**config.mk**
```make
export PLATFORM = sky130hd
export DESIGN_NAME = yrb_ctrl
export DESIGN_NICKNAME = d
export VERILOG_FILES = /design/src/yrb_pkg.sv /design/src/yrb_ctrl.sv
export SDC_FILE = /design/constraint.sdc
export NUM_CORES = 1
export LEC_CHECK = 0
export ABC_AREA = 1
export BUFFER_PORTS_ARGS = -buffer_cell sky130_fd_sc_hd__clkbuf_2
export CAP_MARGIN = 20
export CORE_AREA = 2 2 39 41
export CTS_CLUSTER_SIZE = 8
export DETAILED_ROUTE_END_ITERATION = 7
export DIE_AREA = 0 0 41 43
export MAX_ROUTING_LAYER = met4
export SLEW_MARGIN = 15
export SYNTH_ARGS = -nofsm -noshare
export SYNTH_HDL_FRONTEND = slang
export SYNTH_SLANG_ARGS = --single-unit
```
**constraint.sdc**
```tcl
create_clock -name clk -period 1.6 [get_ports clk]
set_clock_uncertainty 0.15 [all_clocks]
set_input_delay 0.24 -clock clk [delete_from_list [all_inputs] [get_ports clk]]
set_output_delay 0.24 -clock clk [all_outputs]
set_load 0.01 [all_outputs]
```
**src/yrb_pkg.sv**
```systemverilog
// ----------------------------------------------------------------------------
// yrb_pkg
// Shared constants, block kind codes and control structs for the 4:2:2
// raster-to-block converter.
// ----------------------------------------------------------------------------
package yrb_pkg;

  localparam int BLOCK_SIZE  = 8;
  localparam int MCU_WIDTH   = 16;
  localparam int STRIP_LINES = 8;
  localparam int SAMPLE_W    = 8;
  localparam int PIXEL_W     = 2 * SAMPLE_W;
  localparam int CFG_W       = 7;
  localparam int ROW_W       = 3;
  localparam int PHASE_W     = 4;
  localparam int LINE_W      = 3;
  localparam int KIND_W      = 2;

  typedef logic [KIND_W-1:0] kind_t;

  localparam kind_t KIND_Y_LEFT  = 2'd0;
  localparam kind_t KIND_Y_RIGHT = 2'd1;
  localparam kind_t KIND_U       = 2'd2;
  localparam kind_t KIND_V       = 2'd3;

  localparam logic [PHASE_W-1:0] PHASE_LEFT_DONE  = 4'd7;
  localparam logic [PHASE_W-1:0] PHASE_RIGHT_DONE = 4'd15;
  localparam logic [LINE_W-1:0]  LAST_LINE        = 3'd7;
  localparam logic [ROW_W-1:0]   LAST_ROW         = 3'd7;
  localparam logic [CFG_W-1:0]   CFG_RESET        = 7'd1;

  typedef struct packed {
    logic                 wr_en;
    logic                 rd_en;
    logic                 load;
    kind_t                kind;
    logic [ROW_W-1:0]     row;
    logic                 last;
  } yrb_cmd_t;

  typedef struct packed {
    logic trig_left;
    logic trig_right;
    logic out_free;
  } yrb_status_t;

endpackage

```
**src/yrb_ctrl.sv**
```systemverilog
// ----------------------------------------------------------------------------
// yrb_ctrl
// Controller: accepts pixels and sequences the block row reads and output
// loads of each emission run.
// ----------------------------------------------------------------------------
module yrb_ctrl (
  input  logic                clk,
  input  logic                rst_n,
  input  logic                in_tvalid,
  output logic                in_tready,
  input  yrb_pkg::yrb_status_t status,
  output yrb_pkg::yrb_cmd_t    cmd
);

  import yrb_pkg::*;

  typedef enum logic [1:0] {
    ST_IDLE,
    ST_READ,
    ST_WAIT
  } state_t;

  state_t           state_r, state_nxt;
  kind_t            kind_r, kind_nxt;
  kind_t            last_kind_r, last_kind_nxt;
  logic [ROW_W-1:0] row_r, row_nxt;
  logic             accept;
  logic             run_last;

  assign in_tready = (state_r == ST_IDLE);
  assign accept    = in_tvalid && in_tready;
  assign run_last  = (kind_r == last_kind_r) && (row_r == LAST_ROW);

  always_comb begin
    state_nxt     = state_r;
    kind_nxt      = kind_r;
    last_kind_nxt = last_kind_r;
    row_nxt       = row_r;
    cmd           = '0;
    cmd.kind      = kind_r;
    cmd.row       = row_r;
    cmd.last      = run_last;
    case (state_r)
      ST_IDLE: begin
        cmd.wr_en = accept;
        if (accept && status.trig_left) begin
          kind_nxt      = KIND_Y_LEFT;
          last_kind_nxt = KIND_Y_LEFT;
          row_nxt       = '0;
          state_nxt     = ST_READ;
        end else if (accept && status.trig_right) begin
          kind_nxt      = KIND_Y_RIGHT;
          last_kind_nxt = KIND_V;
          row_nxt       = '0;
          state_nxt     = ST_READ;
        end
      end
      ST_READ: begin
        cmd.rd_en = 1'b1;
        state_nxt = ST_WAIT;
      end
      ST_WAIT: begin
        if (status.out_free) begin
          cmd.load = 1'b1;
          if (run_last) begin
            state_nxt = ST_IDLE;
          end else begin
            row_nxt   = row_r + 1'b1;
            if (row_r == LAST_ROW) begin
              kind_nxt = kind_r + 1'b1;
            end
            state_nxt = ST_READ;
          end
        end
      end
      default: begin
        state_nxt = ST_IDLE;
      end
    endcase
  end

  always_ff @(posedge clk) begin
    if (!rst_n) begin
      state_r     <= ST_IDLE;
      kind_r      <= KIND_Y_LEFT;
      last_kind_r <= KIND_Y_LEFT;
      row_r       <= '0;
    end else begin
      state_r     <= state_nxt;
      kind_r      <= kind_nxt;
      last_kind_r <= last_kind_nxt;
      row_r       <= row_nxt;
    end
  end

endmodule

```
* After elaboration in Yosys (flattened, before gate mapping)
Cells that the tools add are included.
** Storage, ports and cells
- Bits in registers :: 9
- Logic and storage cells :: 46
- Output and inout bits :: 10
- Input bits :: 6
** Cells by class
- Muxes and demuxes :: 21
- Reduce and logical (&&, ||, !) cells :: 11
- Add/subtract/negate cells :: 2
- Equality and inequality tests :: 8
** Operators by type and width (count)
- $mux 2 :: 9
- $mux 3 :: 4
- $ne 2x2->1 const B :: 3
- $pmux 2 s3 :: 1
- $pmux 3 s2 :: 1
- $mux 1 :: 5
- $reduce_and 5->1 :: 1
- $logic_and 1x1->1 :: 4
- $pmux 2 s2 :: 1
- $reduce_and 2->1 :: 2
- $reduce_and 4->1 :: 1
- $reduce_bool 2->1 :: 2
- $add 3x1->3 const B :: 1
- $eq 3x3->1 const B :: 1
- $ne 3x1->1 const B :: 1
- $add 2x1->2 const B :: 1
- $eq 2x1->1 const B :: 1
- $eq 2x2->1 :: 1
- $eq 2x2->1 const B :: 1
- $logic_not 2->1 :: 1

* Depth between registers and ports, before layout
Gate-level depths: netlist (run 1).
- Depth after elaboration :: 6
- Mapped depth :: 9
- Depth with buffers taken out :: 9

* Worst setup path after synthesis (run 1)
Ideal clock, no wire load.
- Path kind :: register -> register
- Start point :: register row_r[0]
- End point :: register row_r[1]
- Clock period less this slack :: 1.433 ns
- Buffers on the path :: 0
- Path slack :: 0.167 ns
- Data required time :: 1.337 ns
- Stages on the path, launching flop included :: 9
- Library setup time :: 0.113 ns
- Arrival time :: 1.170 ns
- Cells stage by stage :: dfxtp_1 > ha_1 > ha_1 > nand3_1 > nand2_1 > nand2_1 > nand2_2 > nor2_1 > nor2_1
** On the way
- Longest elaborated chain between the ends :: 4
- Elaborated cells on any way between the ends :: 8
- Those cells by class :: 1 x add/sub; 2 x eq/ne; 3 x mux; 2 x reduce/logical
** Ends and longest elaborated chain
- start, declared :: RTL line yrb_ctrl.sv:26 : logic [ROW_W-1:0] row_r, row_nxt;
- start signal, assigned :: RTL line yrb_ctrl.sv:92 : row_r <= row_nxt;
- $add 3x1->3 / $eq 3x3->1 (equally long branches) :: RTL line yrb_ctrl.sv:68, yrb_ctrl.sv:32
- $mux 3 / $logic_and 1x1->1 (equally long branches) :: RTL line yrb_ctrl.sv:65, yrb_ctrl.sv:32
- $mux 3 / $ne 2x2->1 (equally long branches)
- $pmux 3 s2 / $reduce_and 4->1 (equally long branches)
Several ways; a longest one is shown, not always the timed one. The select of a mux whose other input is x is not followed.
A chain may end at the register's enable or synchronous reset.

==> results of run 1 <==
[layout make-up]
cell class              count  area share
repair buffers             18       0.155
inverters                  12      0.0672
multi-input cells          55       0.470
flip-flops and latches      8       0.244
clock buffers               3      0.0336
well taps                  16      0.0299
[path summary, 6_finish.rpt]
| check | cells past startpoint | slack [ns] | endpoint |
|---|---|---|---|
| hold reg to reg | 2 | 0.32 | last_kind_r[0] |
| hold / removal | 3 | 0.08 | last_kind_r[0] |
| setup reg to reg | 8 | 0.16 | kind_r[0] |
| setup / recovery | 5 | 0.07 | cmd[0] |
[cell usage in the layout, fill, tap and decap left out, types with 2 or more instances in the layout]
cell type / n
nand4_1: 3
inv_2: 2
o21ai_0: 2
inv_1: 10
a21oi_1: 4
ha_4: 2
nand2_2: 3
dfxtp_1: 5
dfxtp_2: 3
clkbuf_2: 14
nand3_1: 3
clkbuf_4: 3
buf_4: 3
nand3_2: 2
nor2_1: 14
nand2_1: 16
[worst max-delay path: stages, from the launching register on]
cell and delay (ns):
dfxtp_2 0.33, ha_4 0.16, ha_4 0.15, nand3_2 0.08, inv_2 0.04, buf_6 0.11
[cells by family after synthesis]
family          share of synthesized area
compound gates                      0.119
flops                               0.317
fa+ha+maj                          0.0495
simple gates                        0.396
buf+inv                             0.119
[flip-flops by register name (all words and copies together), names as in the netlist]
| signal | count |
|---|---|
| row_r | 3 |
| last_kind_r | 1 |
| state_r | 2 |
| kind_r | 2 |
[repair_timing]
action | CTS | global route
gates resized for setup | 5 | 7
gates cloned | 0 | 0
setup buffers | 3 | 0
setup endpoints to repair | 1 | 3
[power by group through the flow]
| stage | logic (W) | registers, W | clock network, W |
|---|---|---|---|
| floorplan | 0.000262 | 0.000301 | 0 |
| global placement | 0.000365 | 0.000294 | 0 |
| detailed placement | 0.000367 | 0.000294 | 0 |
| CTS | 0.000400 | 0.000289 | 0.000166 |
| global route | 0.000473 | 0.000310 | 0.000178 |
| finish | 0.000405 | 0.000303 | 0.000163 |
[layer usage]
metal	GRT usage	vias up
li1	-	280
met1	0.212	221
met2	0.228	13
met3	0.0471	5
met4	0.140	0
met5	-	-
[stage by stage]
| stage | area, µm² | utilization | hold slack, ns | instances |
|---|---|---|---|---|
| after floorplan | 505 | - | 0.210 | 77 |
| after global placement | 586 | 0.423 | 0.313 | 106 |
| after detailed placement | 586 | 0.423 | 0.318 | 106 |
| after CTS | 641 | 0.463 | 0.0893 | 112 |
| after global routing | 671 | 0.485 | 0.0900 | 112 |
| final | 671 | 0.485 | 0.0847 | 112 |
==> metrics.txt, run 1 <==
synth cell count leaders nand2_1 (16), nor2_1 (14), inv_1 (11); row count 14; post-DR vias/cell between 4 and 5; pre-CTS setup slack 0.0755 ns; worst vdd ir ~630 µV; P_int 0.000507 W; fillers 146; hold_sp status[1]; first-pass GRT wire length 1.94 mm; synth warn 0; sw frac 0.418; root cell of the clock tree clkbuf_4; Sum Neg Setup Slack 0 ns; num ports 16; initial drt markers 3; sequential share of power 0.347; largest net degree at the start of global routing 9; Gate Count Post-Synth just under 80; Min-Delay Path Class in2reg; Routed WL per cell 9.72 µm; area grow syn2layout 32.7%; Final Hold Viols 0; vias post-DR 519; Detail Route Antenna Nets 0; drt pass-1 iters 4; Final GP Congestion 0.753; Remaining DRCs 0; pwr dens between 1000 and 1500 nW/µm²; # diodes 0; Final #Nets between 100 and 150; Top Layer Used met4; Synth Flop Type dfxtp_1; Final setup viols 0; Clk pin slew, worst setup/hold paths 0.06 ns; CTS HTree Levels 1; Worst EP arrival 1.14 ns; clk_lat worst skew 0.27 ns; Synth area leaders dfxtp_1 (32%), nand2_1 (12%), nor2_1 (10%); metal2 WL 468 µm; Max Freq roughly 650 MHz; clk buf depth 2; critical path startpoint category register; Starting Density 0.365; Avg Cell Area, Syn 6.56 µm²; global route overflow 0; die area 1760 µm²; multi-input logic area 315 µm²; WL met3 57 µm; EDFF count, synth 0; core area approximately 1400 µm²; Final Max Slew Viols 0; CTS tree yes; power share of the combinational group 0.465; RSZ-0062 raised after global routing no; Clk pwr share 0.187; fraction of layout cells with a size suffix above 1 0.385; final period utilization 0.955; Setup crit end kind primary output; CTS buffer count 3; vias in the first global route 470; Setup crit start row_r[0]; fin worst setup slack 0.0715 ns; gr usage total 0.174; Pleak 0.335 nW; ys async rst share 0; status complete, no violations; Die Height 43 µm; synth unique cells 18; FF/Latch Area 164 µm²; switching power total approximately 0.00036 W; WS Path Type reg2out; sequential share of the synthesized area 0.317; cell with the most instances after synthesis nand2_1; CTS Sinks 8; Final HPWL DP 837 µm; wire length on met1 518 µm; final WL 1.09 mm; register bit count reported by yosys 8; width of the die 41 µm; crit-path max FO 2; Final min period 1.53 ns; Max Cap Viol 0; Slew headroom 0.831; Synthesized Nets 85; Mapped Area 505 µm²; Slew @ Worst Pin roughly 0.25 ns; Worst Path Required around 1.2 ns; share of the synthesized area in the top cell type 0.317; Yosys top cell by area dfxtp_1; Hold Buf Count CTS 0; I/O Buffers 15; Overall Power 0.000871 W; initial antenna violation count 0; reg2reg start row_r[0]
(Power assumes the default switching activity.)
==> run 2: changes to the inputs <==
--- a/config.mk
+++ b/config.mk
@@ -9,10 +9,12 @@
 export BUFFER_PORTS_ARGS = -buffer_cell sky130_fd_sc_hd__clkbuf_2
 export CAP_MARGIN = 20
 export CORE_AREA = 2 2 39 41
+export CTS_CLUSTER_DIAMETER = 40
 export CTS_CLUSTER_SIZE = 8
 export DETAILED_ROUTE_END_ITERATION = 7
 export DIE_AREA = 0 0 41 43
 export MAX_ROUTING_LAYER = met4
+export SETUP_SLACK_MARGIN = 0.4
 export SLEW_MARGIN = 15
 export SYNTH_ARGS = -nofsm -noshare
 export SYNTH_HDL_FRONTEND = slang
==> run 2 against run 1 <==
Combinational power up 53%. Global-route usage increased by 0.41 points. Via count increased by 12%. Setup slack got worse by 0.029 ns. Flip-flop and latch count is the same. Critical path type unchanged. Highest routed layer unchanged.
==> metrics.txt, run 2 (synthesis gave the netlist of run 1 again) <==
Setup crit end kind primary output; width of the die 41 µm (unchanged); Final HPWL DP 881 µm (+5.2%); sw frac 0.399 (-0.0189); CTS tree yes; CTS Sinks 8 (unchanged); top flop regs row_r (3), kind_r (2), state_r (2); row count 14 (unchanged); root cell of the clock tree clkbuf_4; first-pass GRT wire length 1.93 mm (-0.31%); core area 1380 µm² (unchanged); Pleak 0.422 nW (+26%); clk buf depth 2 (unchanged); fraction of layout cells with a size suffix above 1 0.589 (+0.203); vias post-DR 581 (+12%); Core Util, Final 0.639 (+0.155); pwr dens 1270 nW/µm² (-2.5%); reg2reg start row_r[1]; worst vdd ir 696 µV (+10%); Final Hold Viols 0 (unchanged); initial drt markers 4 (+1); leading cell type in the layout, fill and taps excluded nand2_1; Slew headroom 0.846 (+0.0145); Clk pwr share 0.155 (-0.032); Sum Neg Setup Slack 0 ns (unchanged); Clk pin slew, worst setup/hold paths 0.06 ns (about the same); switching power total 0.000447 W (+23%); area grow syn2layout 75.0%; Slew @ Worst Pin 0.231 ns (-0.0216 ns); drt pass-1 iters 4 (unchanged); Routed WL per cell 11.0 µm (+13%); vias in the first global route 481 (+2.3%); critical path startpoint category register; Biggest register row_r; largest net degree at the start of global routing 7 (-2); Final Max Slew Viols 0 (unchanged); fin worst setup slack 0.0428 ns (-0.0287 ns); clk_lat worst skew 0.27 ns (about the same); # diodes 0 (unchanged); die area 1760 µm² (unchanged); sequential share of power 0.290 (-0.057); final WL 1.35 mm (+24%); post-DR vias/cell 4.72 (+1.9%); CTS HTree Levels 1 (unchanged); Starting Density 0.365 (unchanged); Max Cap Viol 0 (unchanged); status complete, no violations; P_int 0.000673 W (+33%); final period utilization 0.973 (+0.0179); power share of the combinational group 0.555 (+0.090); I/O Buffers 15 (unchanged); crit-path max FO 2 (unchanged); Worst EP arrival 1.17 ns (+0.03 ns); gr usage total 0.178 (+0.00413); global route overflow 0 (unchanged); Final #Nets 116 (+9.4%); Worst Path Required 1.21 ns (about the same); Final GP Congestion 0.698 (-7.4%); leading cell types in the layout, fill and taps excluded nand2_1 (13), nor2_1 (10), buf_4 (10); CTS buffer count 3 (unchanged); Remaining DRCs 0 (unchanged); Largest register FFs 3 (unchanged); Max Freq 642 MHz (-1.8%); num ports 16 (unchanged); initial antenna violation count 0 (unchanged); Setup crit start row_r[1]; Detail Route Antenna Nets 0 (unchanged); Min-Delay Path Class in2reg; hold_sp status[1]; Overall Power 0.00112 W (+29%); Post-Place Cell Area 626 µm² (+6.8%); WS Path Type reg2out; RSZ-0062 raised after global routing yes; post-route cell area 885 µm² (+32%); pre-CTS setup slack 0.200 ns (+0.124 ns); Final setup viols 0 (unchanged); Final min period 1.56 ns (+0.0287 ns); Die Height 43 µm (unchanged)
==> run 2: cell count changes in the layout (fill, tap and decap cells not counted), moves of 3 or more <==
cell | before | now
dfxtp_4 | 0 | 4
nor2_4 | 0 | 3
nand2_1 | 16 | 13
buf_6 | 1 | 9
nand2_4 | 0 | 4
buf_4 | 3 | 10
dfxtp_1 | 5 | 1
clkbuf_2 | 14 | 8
nor2_1 | 14 | 10
==> run 2: final timing paths <==
check	end	slack, ns	cells past startpoint
hold reg to reg	last_kind_r[0]	0.33	2
hold / removal	last_kind_r[0]	0.11	3
setup / recovery	cmd[0]	0.04	5
setup reg to reg	row_r[2]	0.08	10
==> run 2: timing repair <==
item	in CTS	in global routing
hold buffers	0	0
pin swaps	7	7
endpoints found under the setup margin	14	14
gates resized for setup	18	27
setup buffers	11	2
==> run 2: metal layers <==
| metal | vias to the layer above | part of all wire | global-route usage |
|---|---|---|---|
| met5 | - | 0 | - |
| met4 | 0 | 0.033 | 0.140 |
| met2 | 13 | 0.54 | 0.263 |
| li1 | 308 | - | - |
| met1 | 255 | 0.39 | 0.189 |
| met3 | 5 | 0.037 | 0.0471 |
==> run 2: cell type report <==
cell class / count / area (µm²)
clock buffer: 4 / 26.3
fill: 123 / 499
inverter: 12 / 52.6
multi-input combinational: 55 / 385
sequential: 8 / 179
tap: 16 / 20.0
timing repair buffer: 28 / 221
==> run 2: power groups by stage <==
stage               Clock [W]  Sequential [W]  Combinational, W
floorplan                   0        0.000321          0.000277
detailed placement          0        0.000311          0.000387
finish               0.000174        0.000325          0.000621
global placement            0        0.000312          0.000388
global route         0.000191        0.000332          0.000691
CTS                  0.000185        0.000320          0.000515
==> run 2: stage by stage <==
step	hold WS, ns	instances
2_1_floorplan	0.201	77
3_3_place_gp	0.326	106
3_5_place_dp	0.320	106
4_1_cts	0.0772	121
5_1_grt	0.106	123
6_report	0.107	123
==> run 2: worst max-delay path, cell delays in order (launching register included) <==
cell,delay (ns)
dfxtp_4,0.35
ha_4,0.16
ha_4,0.16
nand3_2,0.08
inv_2,0.04
buf_6,0.11
==> run 3: changes to the inputs <==
--- a/config.mk
+++ b/config.mk
@@ -9,10 +9,12 @@
 export BUFFER_PORTS_ARGS = -buffer_cell sky130_fd_sc_hd__clkbuf_2
 export CAP_MARGIN = 20
 export CORE_AREA = 2 2 39 41
+export CTS_BUF_LIST = sky130_fd_sc_hd__clkbuf_8
 export CTS_CLUSTER_DIAMETER = 40
 export CTS_CLUSTER_SIZE = 8
 export DETAILED_ROUTE_END_ITERATION = 7
 export DIE_AREA = 0 0 41 43
+export GPL_TIMING_DRIVEN = 0
 export MAX_ROUTING_LAYER = met4
 export SETUP_SLACK_MARGIN = 0.4
 export SLEW_MARGIN = 15
==> run 3 against run 2 <==
The run now ends with negative setup slack left. Sequential power increased by 3%. Design area rose by 5.0%. Critical path type unchanged. Register-to-register slack barely moved. Highest routed layer unchanged. Largest cell class unchanged.
==> metrics.txt, run 3 (synthesis gave the netlist of run 1 again) <==
largest net degree at the start of global routing 7 (unchanged); gr usage total 0.179 (+0.00151); metal2 WL 676 µm (-7.4%); clk_lat worst skew 0.23 ns (-0.04 ns); Starting Density 0.365 (unchanged); Slew headroom 0.843 (-0.00243); fraction of layout cells with a size suffix above 1 0.613 (+0.0244); Sum Neg Setup Slack -0.00562 ns (-0.00562 ns); failing checks negative setup slack; crit-path max FO 2 (unchanged); Max Cap Viol 0 (unchanged); die area 1760 µm² (unchanged); wire length on met1 543 µm (+4.0%); status complete, but fails checks; pre-CTS setup slack 0.210 ns (+0.0101 ns); area grow syn2layout 83.7%; Routed WL per cell 10.8 µm (-1.6%); Slew @ Worst Pin 0.234 ns (+0.00364 ns); Final Max Slew Viols 0 (unchanged); CTS buffer count 3 (unchanged); top flop regs row_r (3), kind_r (2), state_r (2); hold endpoint last_kind_r[0]; vias in the first global route 519 (+7.9%); Clk pin slew, worst setup/hold paths 0.04 ns (-0.02 ns); Final setup viols 1 (+1); initial antenna violation count 0 (unchanged); leading cell types in the layout, fill and taps excluded nand2_1 (12), inv_1 (10), buf_6 (9), buf_4 (9); I/O Buffers 15 (unchanged); Worst EP arrival 1.22 ns (+0.05 ns); R2R setup slack 0.07 ns (about the same); CTS tree yes; initial drt markers 4 (unchanged); core area 1380 µm² (unchanged); Final HPWL DP 836 µm (-5.2%); RSZ-0062 raised after global routing yes; first-pass GRT wire length 2.07 mm (+7.1%); Top Layer Used met4; drt pass-1 iters 4 (unchanged); Final Hold Viols 0 (unchanged); worst vdd ir 806 µV (+16%); final period utilization 1.00 (+0.0303); CTS Sinks 8 (unchanged); global route overflow 0 (unchanged); placed cells 108 (+1.9%); WL met3 60 µm (+20%); Final #Nets 115 (-0.86%); Hold Crit Depth 3 (unchanged); post-DR vias/cell 4.89 (+3.4%); leading cell type in the layout, fill and taps excluded nand2_1; final WL 1.32 mm (-2.4%); Biggest register row_r; hold_sp status[1]; CTS HTree Levels 1 (unchanged); row count 14 (unchanged); Setup crit end kind primary output; R2R depth 8 (-2); clk buf depth 2 (unchanged); Detail Route Antenna Nets 0 (unchanged); width of the die 41 µm (unchanged); Final GP Congestion 0.695 (-0.42%); Die Height 43 µm (unchanged); vias post-DR 596 (+2.6%); reg2reg end kind_r[0]; Remaining DRCs 0 (unchanged); num ports 16 (unchanged); fin cells 122 (-0.81%); fin worst setup slack -0.00562 ns (-0.0485 ns); Min-Delay Path Class in2reg; # diodes 0 (unchanged); pwr dens 1310 nW/µm² (+3.4%); root cell of the clock tree clkbuf_8; Hold Buf Count CTS 0 (unchanged); Largest register FFs 3 (unchanged); critical path startpoint category register; reg2reg start row_r[0]; WS Path Type reg2out; Max Freq 623 MHz (-3.0%); Pleak 0.430 nW (+2.1%); Final min period 1.61 ns (+0.0485 ns); fillers 114 (-7.3%); Worst Path Required 1.21 ns (about the same)
-- run 3: cell types whose count changed in the layout (fill, tap and decap cells not counted), moves of 2 or more --
cell | previous run | this run
clkbuf_4 | 3 | 0
clkbuf_8 | 0 | 3
nor2_1 | 10 | 8
a21oi_1 | 2 | 4
a21oi_2 | 3 | 1
nor2_2 | 2 | 4
-- run 3: what timing repair did --
item                       CTS  global route
pin swaps                    7             9
buffers inserted             7             3
gates resized for setup     31            19
setup endpoints to repair   11            15
-- run 3: layout make-up --
class	instances	area, µm²	share of cell area
clock buffer	3	41.3	0.0445
tap	16	20.0	0.0216
multi-input combinational	55	415	0.447
clock inverter	1	3.75	0.00404
sequential	8	179	0.193
timing repair buffer	25	191	0.206
inverter	12	55.1	0.0593
buffer	2	22.5	0.0243
-- run 3: critical path, cell delays in order (launching register included) --
cell,delay (ns)
dfxtp_4,0.35
ha_4,0.16
ha_4,0.16
nand3_4,0.07
inv_2,0.04
buf_6,0.10
buf_6,0.11
-- run 3: per-layer routing --
metal  global-route usage  vias to the layer above
li1                     -                      307
met1                0.229                      267
met2                0.247                       16
met3               0.0471                        6
met4                0.100                        0
met5                    -                        -
-- run 3: power by group --
part / switching (W) / internal, W / total, W
clock: 0.0000865 / 0.000167 / 0.000253
sequential: 0.0000716 / 0.000263 / 0.000334
combinational: 0.000320 / 0.000308 / 0.000628
total: 0.000478 / 0.000738 / 0.00122
-- run 3: stage by stage --
stage	hold slack, ns	total power (W)	util	instance area (µm²)
floorplan	0.201	0.000598	-	549
CTS	0.120	0.00113	0.616	852
global placement	0.314	0.000698	0.466	644
global route	0.136	0.00132	0.671	928
detailed placement	0.324	0.000706	0.466	644
finish	0.118	0.00122	0.671	928
-- run 3: how the worst max path moves through the flow --
stage | from | end | cells past startpoint
2_1_floorplan | row_r[0] | row_r[1] | 8
3_3_place_gp | row_r[0] | cmd[0] | 6
3_5_place_dp | row_r[0] | row_r[1] | 9
4_1_cts | row_r[1] | cmd[0] | 6
5_1_grt | row_r[0] | cmd[0] | 6
6_report | row_r[0] | cmd[0] | 6
